$ cat src/hdl/flag_record_stream_parser_macros.svh
// Assertion macros used by the flag record parser back end.
`ifndef FLAG_RECORD_STREAM_PARSER_MACROS_SVH
`define FLAG_RECORD_STREAM_PARSER_MACROS_SVH

// Implication checked on every rising clock edge outside reset.
`define FRSP_ASSERT_IMP(label, clk, rstn, ante, cons, msg) \
  label: assert property (@(posedge clk) disable iff (!rstn) (ante) |-> (cons)) \
    else $error(msg);

// Next-cycle implication checked outside reset.
`define FRSP_ASSERT_NEXT(label, clk, rstn, ante, cons, msg) \
  label: assert property (@(posedge clk) disable iff (!rstn) (ante) |=> (cons)) \
    else $error(msg);

`endif

$ cat src/hdl/frsp_pkg.sv
// ----------------------------------------------------------------------------
// frsp_pkg
// Types and constants shared by the flag record stream parser.
// ----------------------------------------------------------------------------
`default_nettype none
package frsp_pkg;

  localparam int unsigned LengthBitsDefault = 32;
  localparam int unsigned QueueDepthDefault = 2;

  // Flag kinds carried in the low three bits of a record header.
  localparam logic [2:0] KindFalse = 3'd0;
  localparam logic [2:0] KindTrue  = 3'd1;
  localparam logic [2:0] KindInt   = 3'd2;
  localparam logic [2:0] KindFloat = 3'd3;
  localparam logic [2:0] KindExt   = 3'd5;

  typedef enum logic [2:0] {
    EV_COUNT   = 3'd0,
    EV_NAME    = 3'd1,
    EV_PAYLOAD = 3'd2,
    EV_DONE    = 3'd3,
    EV_ERROR   = 3'd4
  } event_e;

  typedef enum logic [2:0] {
    ERR_NONE     = 3'd0,
    ERR_TRUNC    = 3'd1,
    ERR_OVERLONG = 3'd2,
    ERR_KIND     = 3'd3,
    ERR_LENGTH   = 3'd4
  } err_e;

  typedef enum logic [3:0] {
    PH_COUNT   = 4'd0,
    PH_HEADER  = 4'd1,
    PH_NAMELEN = 4'd2,
    PH_NAME    = 4'd3,
    PH_INT     = 4'd4,
    PH_FLOAT   = 4'd5,
    PH_PLEN    = 4'd6,
    PH_PAYLOAD = 4'd7,
    PH_DONE    = 4'd8
  } phase_e;

  // Classified beat handed from the front part to the back part.
  typedef struct packed {
    logic [7:0] data_byte;
    logic       is_last;
    logic       cont;       // continuation bit of a varint byte
  } beat_t;

  typedef struct packed {
    logic [2:0]  event_res;
    logic [7:0]  byte_value;
    logic [63:0] record_number;
    logic [2:0]  flag_kind;
    logic [63:0] name_number;
    logic        name_is_number;
    logic [63:0] scalar_value;
    logic [31:0] payload_length;
    logic        all_done;
    logic [2:0]  error_code;
  } result_t;

endpackage
`default_nettype wire

$ cat src/hdl/frsp_if.sv
// ----------------------------------------------------------------------------
// frsp_in_if / frsp_out_if
// Valid/ready channels for input bytes and parser results.
// ----------------------------------------------------------------------------
`default_nettype none
interface frsp_in_if;
  logic       valid;
  logic       ready;
  logic [7:0] data_byte;
  logic       is_last;
  modport source (output valid, output data_byte, output is_last, input ready);
  modport sink (input valid, input data_byte, input is_last, output ready);
endinterface

interface frsp_out_if;
  logic        valid;
  logic        ready;
  logic [2:0]  event_res;
  logic [7:0]  byte_value;
  logic [63:0] record_number;
  logic [2:0]  flag_kind;
  logic [63:0] name_number;
  logic        name_is_number;
  logic [63:0] scalar_value;
  logic [31:0] payload_length;
  logic        all_done;
  logic [2:0]  error_code;
  modport source (output valid, output event_res, output byte_value,
                  output record_number, output flag_kind, output name_number,
                  output name_is_number, output scalar_value,
                  output payload_length, output all_done, output error_code,
                  input ready);
  modport sink (input valid, input event_res, input byte_value,
                input record_number, input flag_kind, input name_number,
                input name_is_number, input scalar_value,
                input payload_length, input all_done, input error_code,
                output ready);
endinterface
`default_nettype wire

$ cat src/hdl/flag_record_stream_parser.sv
// ----------------------------------------------------------------------------
// flag_record_stream_parser
// Streaming parser for an inflated flag record blob.
// ----------------------------------------------------------------------------
//  Channel  | Direction | Content
//  in_if    | sink      | data_byte, is_last: one blob byte per beat
//  out_if   | source    | one parser event per beat (count, byte, record, error)
//
// One input beat is taken per clock cycle while the queue has room, so beats
// may follow back to back; the back end parses the oldest queued beat
// combinationally and registers any result at the edge that pops it.
// The back end takes no beat while a result waits unaccepted; a new result
// loads in the same cycle as the waiting one is accepted.
// Reset is asynchronous and active low, clearing the queue and parser state.
// An output stall holds the back end, then fills the queue, then drops
// in_if.ready.
`default_nettype none
module flag_record_stream_parser
  import frsp_pkg::*;
#(
  parameter int unsigned LengthBits = LengthBitsDefault,
  parameter int unsigned QueueDepth = QueueDepthDefault
) (
  input  wire logic  clk_i,
  input  wire logic  rst_ni,
  frsp_in_if.sink    in_if,
  frsp_out_if.source out_if
);
  // Front end: classifies bytes and pushes them into the queue.
  logic  push, full, pop, empty;
  beat_t push_data, pop_data;

  frsp_front u_front (
    .in_if       (in_if),
    .q_full_i    (full),
    .push_o      (push),
    .push_data_o (push_data)
  );

  // The queue lets the front keep accepting while the back end waits.
  frsp_queue #(.Depth(QueueDepth)) u_queue (
    .clk_i       (clk_i),
    .rst_ni      (rst_ni),
    .push_i      (push),
    .push_data_i (push_data),
    .full_o      (full),
    .pop_i       (pop),
    .pop_data_o  (pop_data),
    .empty_o     (empty)
  );

  // Back end: the record state machine and the result register.
  frsp_back #(.LengthBits(LengthBits)) u_back (
    .clk_i   (clk_i),
    .rst_ni  (rst_ni),
    .empty_i (empty),
    .beat_i  (pop_data),
    .pop_o   (pop),
    .out_if  (out_if)
  );
endmodule
`default_nettype wire

$ cat src/hdl/frsp_queue.sv
// ----------------------------------------------------------------------------
// frsp_queue
// Small register FIFO that decouples the byte front end from the parser.
// ----------------------------------------------------------------------------
`default_nettype none
module frsp_queue
  import frsp_pkg::*;
#(
  parameter int unsigned Depth = QueueDepthDefault
) (
  input  wire logic  clk_i,
  input  wire logic  rst_ni,
  input  wire logic  push_i,
  input  beat_t      push_data_i,
  output logic       full_o,
  input  wire logic  pop_i,
  output beat_t      pop_data_o,
  output logic       empty_o
);
  localparam int unsigned PtrW = (Depth > 1) ? $clog2(Depth) : 1;

  beat_t            mem_q [Depth];
  logic [PtrW-1:0]  wr_q, rd_q;
  logic [PtrW:0]    cnt_q;

  function automatic logic [PtrW-1:0] inc(input logic [PtrW-1:0] p);
    inc = (p == PtrW'(Depth - 1)) ? '0 : p + 1'b1;
  endfunction

  assign full_o     = (cnt_q == (PtrW+1)'(Depth));
  assign empty_o    = (cnt_q == '0);
  assign pop_data_o = mem_q[rd_q];

  always_ff @(posedge clk_i) begin
    if (push_i) begin
      mem_q[wr_q] <= push_data_i;
    end
  end

  always_ff @(posedge clk_i or negedge rst_ni) begin
    if (!rst_ni) begin
      wr_q  <= '0;
      rd_q  <= '0;
      cnt_q <= '0;
    end else begin
      if (push_i) wr_q <= inc(wr_q);
      if (pop_i)  rd_q <= inc(rd_q);
      cnt_q <= cnt_q + (PtrW+1)'(push_i) - (PtrW+1)'(pop_i);
    end
  end
endmodule
`default_nettype wire

$ cat src/hdl/frsp_front.sv
// ----------------------------------------------------------------------------
// frsp_front
// Accepts input beats and tags each with its varint continuation bit.
// ----------------------------------------------------------------------------
`default_nettype none
module frsp_front
  import frsp_pkg::*;
(
  frsp_in_if.sink   in_if,
  input  wire logic q_full_i,
  output logic      push_o,
  output beat_t     push_data_o
);
  assign in_if.ready           = !q_full_i;
  assign push_o                = in_if.valid && !q_full_i;
  assign push_data_o.data_byte = in_if.data_byte;
  assign push_data_o.is_last   = in_if.is_last;
  assign push_data_o.cont      = in_if.data_byte[7];
endmodule
`default_nettype wire

$ cat src/hdl/frsp_back.sv
// ----------------------------------------------------------------------------
// frsp_back
// Parser FSM: one beat per cycle into a registered result, unless it stalls.
// ----------------------------------------------------------------------------
`default_nettype none
`include "flag_record_stream_parser_macros.svh"
module frsp_back
  import frsp_pkg::*;
#(
  parameter int unsigned LengthBits = LengthBitsDefault
) (
  input  wire logic  clk_i,
  input  wire logic  rst_ni,
  input  wire logic  empty_i,
  input  beat_t      beat_i,
  output logic       pop_o,
  frsp_out_if.source out_if
);
  phase_e      phase_q, phase_d;
  logic [63:0] acc_q, acc_d;
  logic [3:0]  vcnt_q, vcnt_d;
  logic [63:0] left_q, left_d;
  logic [63:0] rec_q, rec_d;
  logic [63:0] base_q, base_d;
  logic [2:0]  kind_q, kind_d;
  logic        numd_q, numd_d;
  logic [63:0] bleft_q, bleft_d;
  logic [31:0] ptot_q, ptot_d;
  logic [2:0]  fcnt_q, fcnt_d;
  logic        halt_q, halt_d;

  logic        res_vld_q;
  result_t     res_q;
  result_t     res_d;
  logic        emit;
  logic        take;

  // Varint helpers.
  logic [63:0] vshift, vval;
  logic        vover, vfin;
  logic [63:0] fshift;
  logic        len_big;
  logic [63:0] bleft_m1;

  assign take  = !empty_i && (!res_vld_q || out_if.ready);
  assign pop_o = take;

  always_comb begin
    vshift = 64'(beat_i.data_byte[6:0]) << (7 * vcnt_q);
    vval   = acc_q | vshift;
    vfin   = !beat_i.cont;
    vover  = beat_i.cont && (vcnt_q == 4'd9);
    fshift = 64'(beat_i.data_byte) << {fcnt_q, 3'b000};
    if (LengthBits >= 64) len_big = 1'b0;
    else                  len_big = (vval >> LengthBits) != '0;
    bleft_m1 = bleft_q - 64'd1;
  end

  always_comb begin
    logic       fin;
    logic       start_pl;
    logic [7:0] sbv;
    phase_d = phase_q; acc_d = acc_q; vcnt_d = vcnt_q; left_d = left_q;
    rec_d = rec_q; base_d = base_q; kind_d = kind_q; numd_d = numd_q;
    bleft_d = bleft_q; ptot_d = ptot_q; fcnt_d = fcnt_q; halt_d = halt_q;
    emit = 1'b0; fin = 1'b0; start_pl = 1'b0; sbv = '0;
    res_d = '0;
    res_d.record_number = rec_q;

    if (!halt_q && phase_q != PH_DONE) begin
      unique case (phase_q) inside
        PH_COUNT, PH_HEADER, PH_NAMELEN, PH_INT, PH_PLEN: begin
          if (vfin) begin
            acc_d = '0; vcnt_d = '0;
          end else begin
            acc_d = vval; vcnt_d = vcnt_q + 4'd1;
          end
          if (vover) begin
            emit = 1'b1; halt_d = 1'b1;
            res_d.event_res = EV_ERROR; res_d.error_code = ERR_OVERLONG;
          end else if (vfin) begin
            unique case (phase_q)
              PH_COUNT: begin
                left_d = vval;
                phase_d = (vval != '0) ? PH_HEADER : PH_DONE;
                emit = 1'b1;
                res_d.event_res = EV_COUNT;
                res_d.record_number = vval;
                res_d.all_done = (vval == '0);
              end
              PH_HEADER: begin
                ptot_d = '0;
                if (vval[2:0] > KindExt) begin
                  kind_d = '0; emit = 1'b1; halt_d = 1'b1;
                  res_d.event_res = EV_ERROR; res_d.error_code = ERR_KIND;
                end else begin
                  kind_d = vval[2:0];
                  if (vval[63:3] == '0) begin
                    numd_d = 1'b0; phase_d = PH_NAMELEN;
                  end else begin
                    numd_d = 1'b1; base_d = base_q + {3'b000, vval[63:3]};
                    start_pl = 1'b1;
                  end
                end
              end
              PH_NAMELEN: begin
                if (len_big) begin
                  emit = 1'b1; halt_d = 1'b1;
                  res_d.event_res = EV_ERROR; res_d.error_code = ERR_LENGTH;
                end else if (vval == '0) begin
                  start_pl = 1'b1;
                end else begin
                  bleft_d = vval; phase_d = PH_NAME;
                end
              end
              PH_INT: begin
                fin = 1'b1; res_d.scalar_value = vval;
              end
              default: begin
                if (len_big) begin
                  emit = 1'b1; halt_d = 1'b1;
                  res_d.event_res = EV_ERROR; res_d.error_code = ERR_LENGTH;
                end else begin
                  ptot_d = vval[31:0];
                  if (vval == '0) fin = 1'b1;
                  else begin
                    bleft_d = vval; phase_d = PH_PAYLOAD;
                  end
                end
              end
            endcase
          end
        end
        PH_NAME: begin
          bleft_d = bleft_m1;
          if (bleft_m1 == '0) begin
            start_pl = 1'b1; sbv = beat_i.data_byte;
          end
          emit = 1'b1;
          res_d.event_res = EV_NAME; res_d.byte_value = beat_i.data_byte;
        end
        PH_FLOAT: begin
          if (fcnt_q == 3'd7) begin
            acc_d = '0; fcnt_d = '0; fin = 1'b1; sbv = beat_i.data_byte;
            res_d.scalar_value = acc_q | fshift;
          end else begin
            acc_d = acc_q | fshift; fcnt_d = fcnt_q + 3'd1; emit = 1'b1;
            res_d.event_res = EV_PAYLOAD; res_d.byte_value = beat_i.data_byte;
          end
        end
        PH_PAYLOAD: begin
          bleft_d = bleft_m1;
          sbv = beat_i.data_byte;
          if (bleft_m1 == '0) fin = 1'b1;
          else begin
            emit = 1'b1;
            res_d.event_res = EV_PAYLOAD; res_d.byte_value = beat_i.data_byte;
            res_d.payload_length = ptot_q;
          end
        end
        default: ;
      endcase

      if (start_pl) begin
        acc_d = '0; vcnt_d = '0; fcnt_d = '0;
        unique case (kind_d) inside
          KindFalse, KindTrue: begin
            fin = 1'b1; res_d.scalar_value = 64'(kind_d);
          end
          KindInt:   phase_d = PH_INT;
          KindFloat: phase_d = PH_FLOAT;
          default:   phase_d = PH_PLEN;
        endcase
      end

      if (fin) begin
        emit = 1'b1;
        res_d.event_res  = EV_DONE;
        res_d.byte_value = sbv;
        res_d.payload_length = ptot_d;
        rec_d  = rec_q + 64'd1;
        left_d = left_q - 64'd1;
        res_d.all_done = (left_d == '0);
        phase_d = (left_d == '0) ? PH_DONE : PH_HEADER;
      end
      if (res_d.event_res != EV_COUNT) begin
        res_d.flag_kind = kind_d;
        res_d.name_number = base_d;
        res_d.name_is_number = numd_d;
      end
    end

    if (beat_i.is_last) begin
      if (!halt_q && phase_q != PH_DONE && !(phase_d == PH_DONE && !halt_d)
          && !halt_d) begin
        emit = 1'b1;
        res_d = '0;
        res_d.event_res = EV_ERROR;
        res_d.error_code = ERR_TRUNC;
        res_d.record_number = rec_d;
        res_d.flag_kind = kind_d;
        res_d.name_number = base_d;
        res_d.name_is_number = numd_d;
      end
      phase_d = PH_COUNT; acc_d = '0; vcnt_d = '0; left_d = '0; rec_d = '0;
      base_d = '0; kind_d = '0; numd_d = 1'b0; bleft_d = '0; ptot_d = '0;
      fcnt_d = '0; halt_d = 1'b0;
    end
  end

  always_ff @(posedge clk_i or negedge rst_ni) begin
    if (!rst_ni) begin
      phase_q <= PH_COUNT; acc_q <= '0; vcnt_q <= '0; left_q <= '0;
      rec_q <= '0; base_q <= '0; kind_q <= '0; numd_q <= 1'b0;
      bleft_q <= '0; ptot_q <= '0; fcnt_q <= '0; halt_q <= 1'b0;
      res_vld_q <= 1'b0;
    end else begin
      if (take) begin
        phase_q <= phase_d; acc_q <= acc_d; vcnt_q <= vcnt_d; left_q <= left_d;
        rec_q <= rec_d; base_q <= base_d; kind_q <= kind_d; numd_q <= numd_d;
        bleft_q <= bleft_d; ptot_q <= ptot_d; fcnt_q <= fcnt_d;
        halt_q <= halt_d;
        res_vld_q <= emit;
      end else if (out_if.ready) begin
        res_vld_q <= 1'b0;
      end
    end
  end

  always_ff @(posedge clk_i) begin
    if (take && emit) res_q <= res_d;
  end

  assign out_if.valid          = res_vld_q;
  assign out_if.event_res      = res_q.event_res;
  assign out_if.byte_value     = res_q.byte_value;
  assign out_if.record_number  = res_q.record_number;
  assign out_if.flag_kind      = res_q.flag_kind;
  assign out_if.name_number    = res_q.name_number;
  assign out_if.name_is_number = res_q.name_is_number;
  assign out_if.scalar_value   = res_q.scalar_value;
  assign out_if.payload_length = res_q.payload_length;
  assign out_if.all_done       = res_q.all_done;
  assign out_if.error_code     = res_q.error_code;

  `FRSP_ASSERT_IMP(a_err_code, clk_i, rst_ni,
    res_vld_q && res_q.event_res == EV_ERROR, res_q.error_code != ERR_NONE,
    "error result without a code")
  `FRSP_ASSERT_IMP(a_no_pop_stall, clk_i, rst_ni,
    res_vld_q && !out_if.ready, !pop_o, "beat taken while result stalled")
  `FRSP_ASSERT_NEXT(a_halt_err, clk_i, rst_ni,
    take && !halt_q && halt_d, res_vld_q && res_q.event_res == EV_ERROR,
    "halt without an error result")
  `FRSP_ASSERT_NEXT(a_last_restart, clk_i, rst_ni,
    take && beat_i.is_last, phase_q == PH_COUNT && !halt_q,
    "parser did not restart after last beat")
endmodule
`default_nettype wire
$ cat src/flat_wrapper.sv
// flat-port wrapper written by rule: the top's interface ports become plain ports
module flag_record_stream_parser_flat import frsp_pkg::*;
#(
  parameter int unsigned LengthBits = LengthBitsDefault,
  parameter int unsigned QueueDepth = QueueDepthDefault
)
  (clk_i, rst_ni, in_if_valid, in_if_data_byte, in_if_is_last, in_if_ready, out_if_valid, out_if_event_res, out_if_byte_value, out_if_record_number, out_if_flag_kind, out_if_name_number, out_if_name_is_number, out_if_scalar_value, out_if_payload_length, out_if_all_done, out_if_error_code, out_if_ready);
  frsp_in_if in_if_i ();
  frsp_out_if out_if_i ();
  input  wire logic clk_i;
  input  wire logic rst_ni;
  input wire logic [$bits(in_if_i.valid)-1:0] in_if_valid;
  input wire logic [$bits(in_if_i.data_byte)-1:0] in_if_data_byte;
  input wire logic [$bits(in_if_i.is_last)-1:0] in_if_is_last;
  output wire logic [$bits(in_if_i.ready)-1:0] in_if_ready;
  output wire logic [$bits(out_if_i.valid)-1:0] out_if_valid;
  output wire logic [$bits(out_if_i.event_res)-1:0] out_if_event_res;
  output wire logic [$bits(out_if_i.byte_value)-1:0] out_if_byte_value;
  output wire logic [$bits(out_if_i.record_number)-1:0] out_if_record_number;
  output wire logic [$bits(out_if_i.flag_kind)-1:0] out_if_flag_kind;
  output wire logic [$bits(out_if_i.name_number)-1:0] out_if_name_number;
  output wire logic [$bits(out_if_i.name_is_number)-1:0] out_if_name_is_number;
  output wire logic [$bits(out_if_i.scalar_value)-1:0] out_if_scalar_value;
  output wire logic [$bits(out_if_i.payload_length)-1:0] out_if_payload_length;
  output wire logic [$bits(out_if_i.all_done)-1:0] out_if_all_done;
  output wire logic [$bits(out_if_i.error_code)-1:0] out_if_error_code;
  input wire logic [$bits(out_if_i.ready)-1:0] out_if_ready;
  assign in_if_i.valid = in_if_valid;
  assign in_if_i.data_byte = in_if_data_byte;
  assign in_if_i.is_last = in_if_is_last;
  assign in_if_ready = in_if_i.ready;
  assign out_if_valid = out_if_i.valid;
  assign out_if_event_res = out_if_i.event_res;
  assign out_if_byte_value = out_if_i.byte_value;
  assign out_if_record_number = out_if_i.record_number;
  assign out_if_flag_kind = out_if_i.flag_kind;
  assign out_if_name_number = out_if_i.name_number;
  assign out_if_name_is_number = out_if_i.name_is_number;
  assign out_if_scalar_value = out_if_i.scalar_value;
  assign out_if_payload_length = out_if_i.payload_length;
  assign out_if_all_done = out_if_i.all_done;
  assign out_if_error_code = out_if_i.error_code;
  assign out_if_i.ready = out_if_ready;
  flag_record_stream_parser #(.LengthBits(LengthBits), .QueueDepth(QueueDepth)) u_core (.clk_i(clk_i), .rst_ni(rst_ni), .in_if(in_if_i), .out_if(out_if_i));
endmodule
$ cat config.mk
export PLATFORM = sky130hd
export DESIGN_NAME = flag_record_stream_parser_flat
export DESIGN_NICKNAME = d
export VERILOG_FILES = /design/src/hdl/frsp_pkg.sv /design/src/hdl/frsp_if.sv /design/src/hdl/flag_record_stream_parser.sv /design/src/hdl/frsp_queue.sv /design/src/hdl/frsp_front.sv /design/src/hdl/frsp_back.sv /design/src/flat_wrapper.sv
export VERILOG_INCLUDE_DIRS = /design/src /design/src/hdl
export SDC_FILE = /design/constraint.sdc
export NUM_CORES = 2
export LEC_CHECK = 0
export BUFFER_PORTS_ARGS = -buffer_cell sky130_fd_sc_hd__buf_2
export CELL_PAD_IN_SITES_DETAIL_PLACEMENT = 1
export CELL_PAD_IN_SITES_GLOBAL_PLACEMENT = 1
export CORE_ASPECT_RATIO = 1.25
export CORE_MARGIN = 2
export CORE_UTILIZATION = 52
export CTS_BUF_LIST = sky130_fd_sc_hd__clkbuf_8
export CTS_CLUSTER_DIAMETER = 150
export CTS_CLUSTER_SIZE = 16
export DETAILED_ROUTE_END_ITERATION = 16
export PLACE_DENSITY_LB_ADDON = 0.1
export SKIP_LAST_GASP = 1
export SLEW_MARGIN = 30
export SYNTH_ARGS = -nofsm -noshare
export SYNTH_HDL_FRONTEND = slang
export SYNTH_SLANG_ARGS = --single-unit
$ cat constraint.sdc
create_clock -name clk_i -period 29.4 [get_ports clk_i]
set_clock_uncertainty 0.2 [all_clocks]
set_input_delay 0 -clock clk_i [delete_from_list [all_inputs] [get_ports clk_i]]
set_output_delay 0 -clock clk_i [all_outputs]
set_load 0.1 [all_outputs]
==> run summary <==
OUTCOME
----------------------------------------------------------------------------------------
Result of the run ......................................................... finished clean

ROUTE
----------------------------------------------------------------------------------------
Routed metal-1 wire length ................................................    64,400 um
Routed length per placed instance .........................................      31.6 um
Uppermost layer routed ....................................................         met5
Detail Route met2 WL ......................................................    77,600 um
Routed vias ...............................................................       38,701
Total DRC errors in the routed layout .....................................            0
First drt pass iteration count ............................................            5
Post-detailed-routing wire length .........................................   176,000 um
Metal3 WL .................................................................    16,800 um
Number of antenna-violating nets in the routed design .....................            0
Via density per instance ..................................................         6.95
Initial DRC Count .........................................................        4,317

PLACED DESIGN
----------------------------------------------------------------------------------------
Post-detailed-placement cell area ......................................... 40,700 sq um
Quantity of I/O buffers inserted on ports .................................          257
HPWL Detailed .............................................................   125,000 um
Placed cell count .........................................................        5,449
RD Place Congestion .......................................................         1.03

TIMING
----------------------------------------------------------------------------------------
Actual slew at the worst max-slew pin .....................................      1100 ps
Count of endpoints failing hold in the final timing report ................            0
Portion of the clock cycle consumed by the worst path in the final layout .        0.301
Headroom to the max-slew limit ............................................        0.265
Final setup vio count .....................................................            0
Post-route setup TNS ......................................................         0 ps
Max Clk Rate ..............................................................      113 MHz
Clock period minus worst slack ............................................      8860 ps
Hold slack ................................................................      74.0 ps
RSZ-0062 raised after global routing ......................................        false
Number of pins exceeding their max-slew limit in the final report .........            0

CLOCK NETWORK
----------------------------------------------------------------------------------------
Post-cts resize count .....................................................            0
Clock tree from TritonCTS .................................................          yes
Number of buffers added by the clock tree synthesis step ..................           45
Worst-skew pair later-pin latency .........................................       790 ps
Maximum clock path buffer count ...........................................            3
Clock Pin Slew Worst Setup and Hold Paths .................................       120 ps
Number of clock sinks seen by CTS .........................................          634
Clk root buf .............................................................. sky130_fd_sc_hd__clkbuf_8
H-tree lvl count ..........................................................            2

SYNTH
----------------------------------------------------------------------------------------
Post-Syn Nets .............................................................        4,500
Syn Area/Cell .............................................................   8.64 sq um
Yosys cell types ..........................................................          101
Cell area after synthesis ................................................. 38,100 sq um
Number of enable-type register cells in the synthesized netlist ...........          261
Synthesis Warnings ........................................................            0
Top flip-flop cell by instance count after synthesis ...................... sky130_fd_sc_hd__dfrtp_1
Post-Synthesis Cells ......................................................        4,414
FFs w/ async S/R, synth ...................................................        0.588
Seq/Total Area, Yosys .....................................................        0.450
#FFs+latches synth ........................................................          634

LAYOUT
----------------------------------------------------------------------------------------
FILL cells ................................................................        8,647
Post-layout net count .....................................................        4,647
Layout-stage area growth over the synthesis result ........................        9.58%
Share of final-layout standard cells stronger than drive strength 1 .......        0.124
Finished Cell Area ........................................................ 41,800 sq um
Combined area of the multi-input logic cells .............................. 19,500 sq um
Filler-free cell count of the finished design .............................        5,568
Area used by sequential logic in the layout ............................... 17,200 sq um

FLOORPLANNING
----------------------------------------------------------------------------------------
Std-Cell Core Area ........................................................ 72,900 sq um
Initial Util ..............................................................        0.523
IO Count ..................................................................          258
Overall die area .......................................................... 75,500 sq um
Overall die height ........................................................       307 um
Number of rows created at floorplan .......................................          111
Die Span X ................................................................       246 um

WORST SETUP PATH
----------------------------------------------------------------------------------------
Reg2reg start ............................................................. u_core.u_queue.rd_q
Crit start category .......................................................    flip-flop
Worst Setup Path Type ..................................................... flip-flop to flip-flop
Critical path capture point type ..........................................    flip-flop
Critical Path Source ...................................................... u_core.u_queue.rd_q
Critical path data arrival time ...........................................      9060 ps
Highest fanout seen on the critical path ..................................           78
Required time of the worst setup path .....................................    29,600 ps

GLOBAL ROUTING
----------------------------------------------------------------------------------------
Total congestion overflow after global routing ............................            0
Maximum number of pins on one net before global-route repair ..............          123
Wire length of the first global-routing pass ..............................   255,000 um
Global-route total usage across every layer ...............................        0.457
Via count of the first global-routing pass ................................       38,177
Number of antenna violations at the first check in global routing .........           17

MIN PATH
----------------------------------------------------------------------------------------
Hold Crit Start ........................................................... out_if_ready
Hold crit path type ....................................................... input pin to flip-flop

JOB
----------------------------------------------------------------------------------------
Total of max-cap violations ...............................................            0

==> Yosys cell counts (all sizes together), types with 36 or more instances <==
master,number,area [sq um]
o22ai,74,463
ha,72,901
a31oi,58,369
or3,36,225
edfxtp,261,7840
o21ai,514,2580
a21o,46,345
a221o,39,390
nor3,132,676
nand2,436,1640
dfrtp,373,9330
and2,55,347
nand3,76,390
nor2,508,1910
buf,60,318
clkbuf,245,926
o31ai,43,328
nand4,54,344
and3,55,344
inv,144,541
nor4,88,618
a22o,117,1020
xnor2,65,569
a21oi,426,2130
nor2b,37,231
==> per-layer routing <==
layer  vias up  global-route usage
met1     19352               0.559
met4        14               0.377
met3       650               0.105
met2      2199               0.686
li1      16486                   -
met5         -                   0
==> layout make-up <==
class                      instances  share of cell area
clock buffer                      45              0.0148
inverter                         146              0.0131
clock inverter                    35             0.00359
antenna                           14            0.000838
timing repair buffer             405              0.0606
sequential                       634               0.411
multi-input combinational       3329               0.467
tap                              960              0.0287
==> per-stage QoR <==
stage / worst slack [ps] / utilization
2_1_floorplan: 13590 / -
3_3_place_gp: 20480 / 0.557
3_5_place_dp: 20230 / 0.558
4_1_cts: 20170 / 0.572
5_1_grt: 20140 / 0.573
6_report: 20540 / 0.573
==> worst max-delay path, cell delays in order, from the launching register on <==
cell and delay (ps):
sky130_fd_sc_hd__dfrtp_2 730, sky130_fd_sc_hd__mux2_2 640, sky130_fd_sc_hd__a21oi_1 930, sky130_fd_sc_hd__inv_1 160, sky130_fd_sc_hd__nor3_1 250, sky130_fd_sc_hd__o311ai_0 210
sky130_fd_sc_hd__or3_1 540, sky130_fd_sc_hd__o21ai_4 180, sky130_fd_sc_hd__buf_4 640, sky130_fd_sc_hd__a21oi_1 380, sky130_fd_sc_hd__nor3_2 430, sky130_fd_sc_hd__o21ai_0 150
sky130_fd_sc_hd__a41o_1 350, sky130_fd_sc_hd__o21ai_4 80, sky130_fd_sc_hd__buf_4 690, sky130_fd_sc_hd__a21oi_1 210, sky130_fd_sc_hd__nor2_4 200, sky130_fd_sc_hd__buf_4 730
sky130_fd_sc_hd__buf_6 670
==> layout by cell type (no fill, tap or decap), types with 20 or more instances in the layout <==
cell type / netlist / layout
sky130_fd_sc_hd__o22ai_1: 74 / 74
sky130_fd_sc_hd__nand3_1: 74 / 74
sky130_fd_sc_hd__dfrtp_1: 373 / 372
sky130_fd_sc_hd__o31ai_1: 42 / 41
sky130_fd_sc_hd__and3_1: 55 / 55
sky130_fd_sc_hd__a221o_1: 39 / 39
sky130_fd_sc_hd__clkbuf_8: 0 / 45
sky130_fd_sc_hd__buf_2: 29 / 256
sky130_fd_sc_hd__a21o_1: 46 / 46
sky130_fd_sc_hd__or3_1: 36 / 35
sky130_fd_sc_hd__a21oi_1: 426 / 399
sky130_fd_sc_hd__nor4_1: 80 / 79
sky130_fd_sc_hd__nand4_1: 53 / 53
sky130_fd_sc_hd__a31oi_1: 57 / 56
sky130_fd_sc_hd__o21ai_0: 490 / 489
sky130_fd_sc_hd__xnor2_1: 65 / 65
sky130_fd_sc_hd__edfxtp_1: 261 / 261
sky130_fd_sc_hd__ha_1: 72 / 72
sky130_fd_sc_hd__nor2_1: 508 / 501
sky130_fd_sc_hd__a22o_1: 117 / 117
sky130_fd_sc_hd__nor3_1: 129 / 125
sky130_fd_sc_hd__dlygate4sd3_1: 0 / 23
sky130_fd_sc_hd__buf_4: 5 / 119
sky130_fd_sc_hd__a21oi_2: 0 / 25
sky130_fd_sc_hd__nand2b_1: 21 / 20
sky130_fd_sc_hd__and2_1: 52 / 51
sky130_fd_sc_hd__or2_2: 24 / 23
sky130_fd_sc_hd__a22oi_1: 23 / 23
sky130_fd_sc_hd__inv_1: 144 / 175
sky130_fd_sc_hd__nor2b_1: 37 / 37
sky130_fd_sc_hd__nand2_1: 436 / 432
sky130_fd_sc_hd__xor2_1: 34 / 34
==> state kept, by name, indices dropped and copies added, names as in the netlist, 4 cells and up <==
| register | cells |
|---|---|
| u_core.u_queue.mem_q | 18 |
| u_core.u_back.out_if.payload_length | 32 |
| u_core.u_back.phase_q | 4 |
| u_core.u_back.out_if.scalar_value | 64 |
| u_core.u_back.base_q | 64 |
| u_core.u_back.out_if.name_number | 64 |
| u_core.u_back.out_if.record_number | 64 |
| u_core.u_back.out_if.byte_value | 8 |
| u_core.u_back.bleft_q | 64 |
| u_core.u_back.vcnt_q | 4 |
| u_core.u_back.acc_q | 64 |
| u_core.u_back.rec_q | 64 |
| u_core.u_back.left_q | 64 |
| u_core.u_back.ptot_q | 32 |
==> cell families after synthesis <==
group,count (synthesis),synth area share
AND/OR/NAND/NOR,1618,0.205
AO/OA/AOI/OAI,1516,0.245
flip-flops,634,0.450
buffers and inverters,451,0.0470
XOR/XNOR,99,0.0227
adder cells (fa/ha/maj),73,0.0241
multiplexers,23,0.00640
==> path summary, 6_finish.rpt <==
| kind | depth (start not counted) | to | slack, ps |
|---|---|---|---|
| worst min-delay path | 4 | u_core.u_back.out_if.valid | 70 |
| worst max-delay path | 18 | u_core.u_back.out_if.payload_length[21] | 20540 |
| worst max register to register | 18 | u_core.u_back.out_if.payload_length[21] | 20540 |
| max in group asynchronous | 5 | u_core.u_back.left_q[29] | 27230 |
| worst min register to register | 2 | u_core.u_back.ptot_q[4] | 300 |
| min in group asynchronous | 4 | u_core.u_back.base_q[40] | 200 |
==> repair_timing <==
item,CTS,global route
hold buffers,24,0
buffers inserted,0,0
endpoints found under the hold margin,296,0
Power is left out: the tool's default activity adds up to more than one toggle a clock period on the data nets, which glitch-free logic cannot reach.
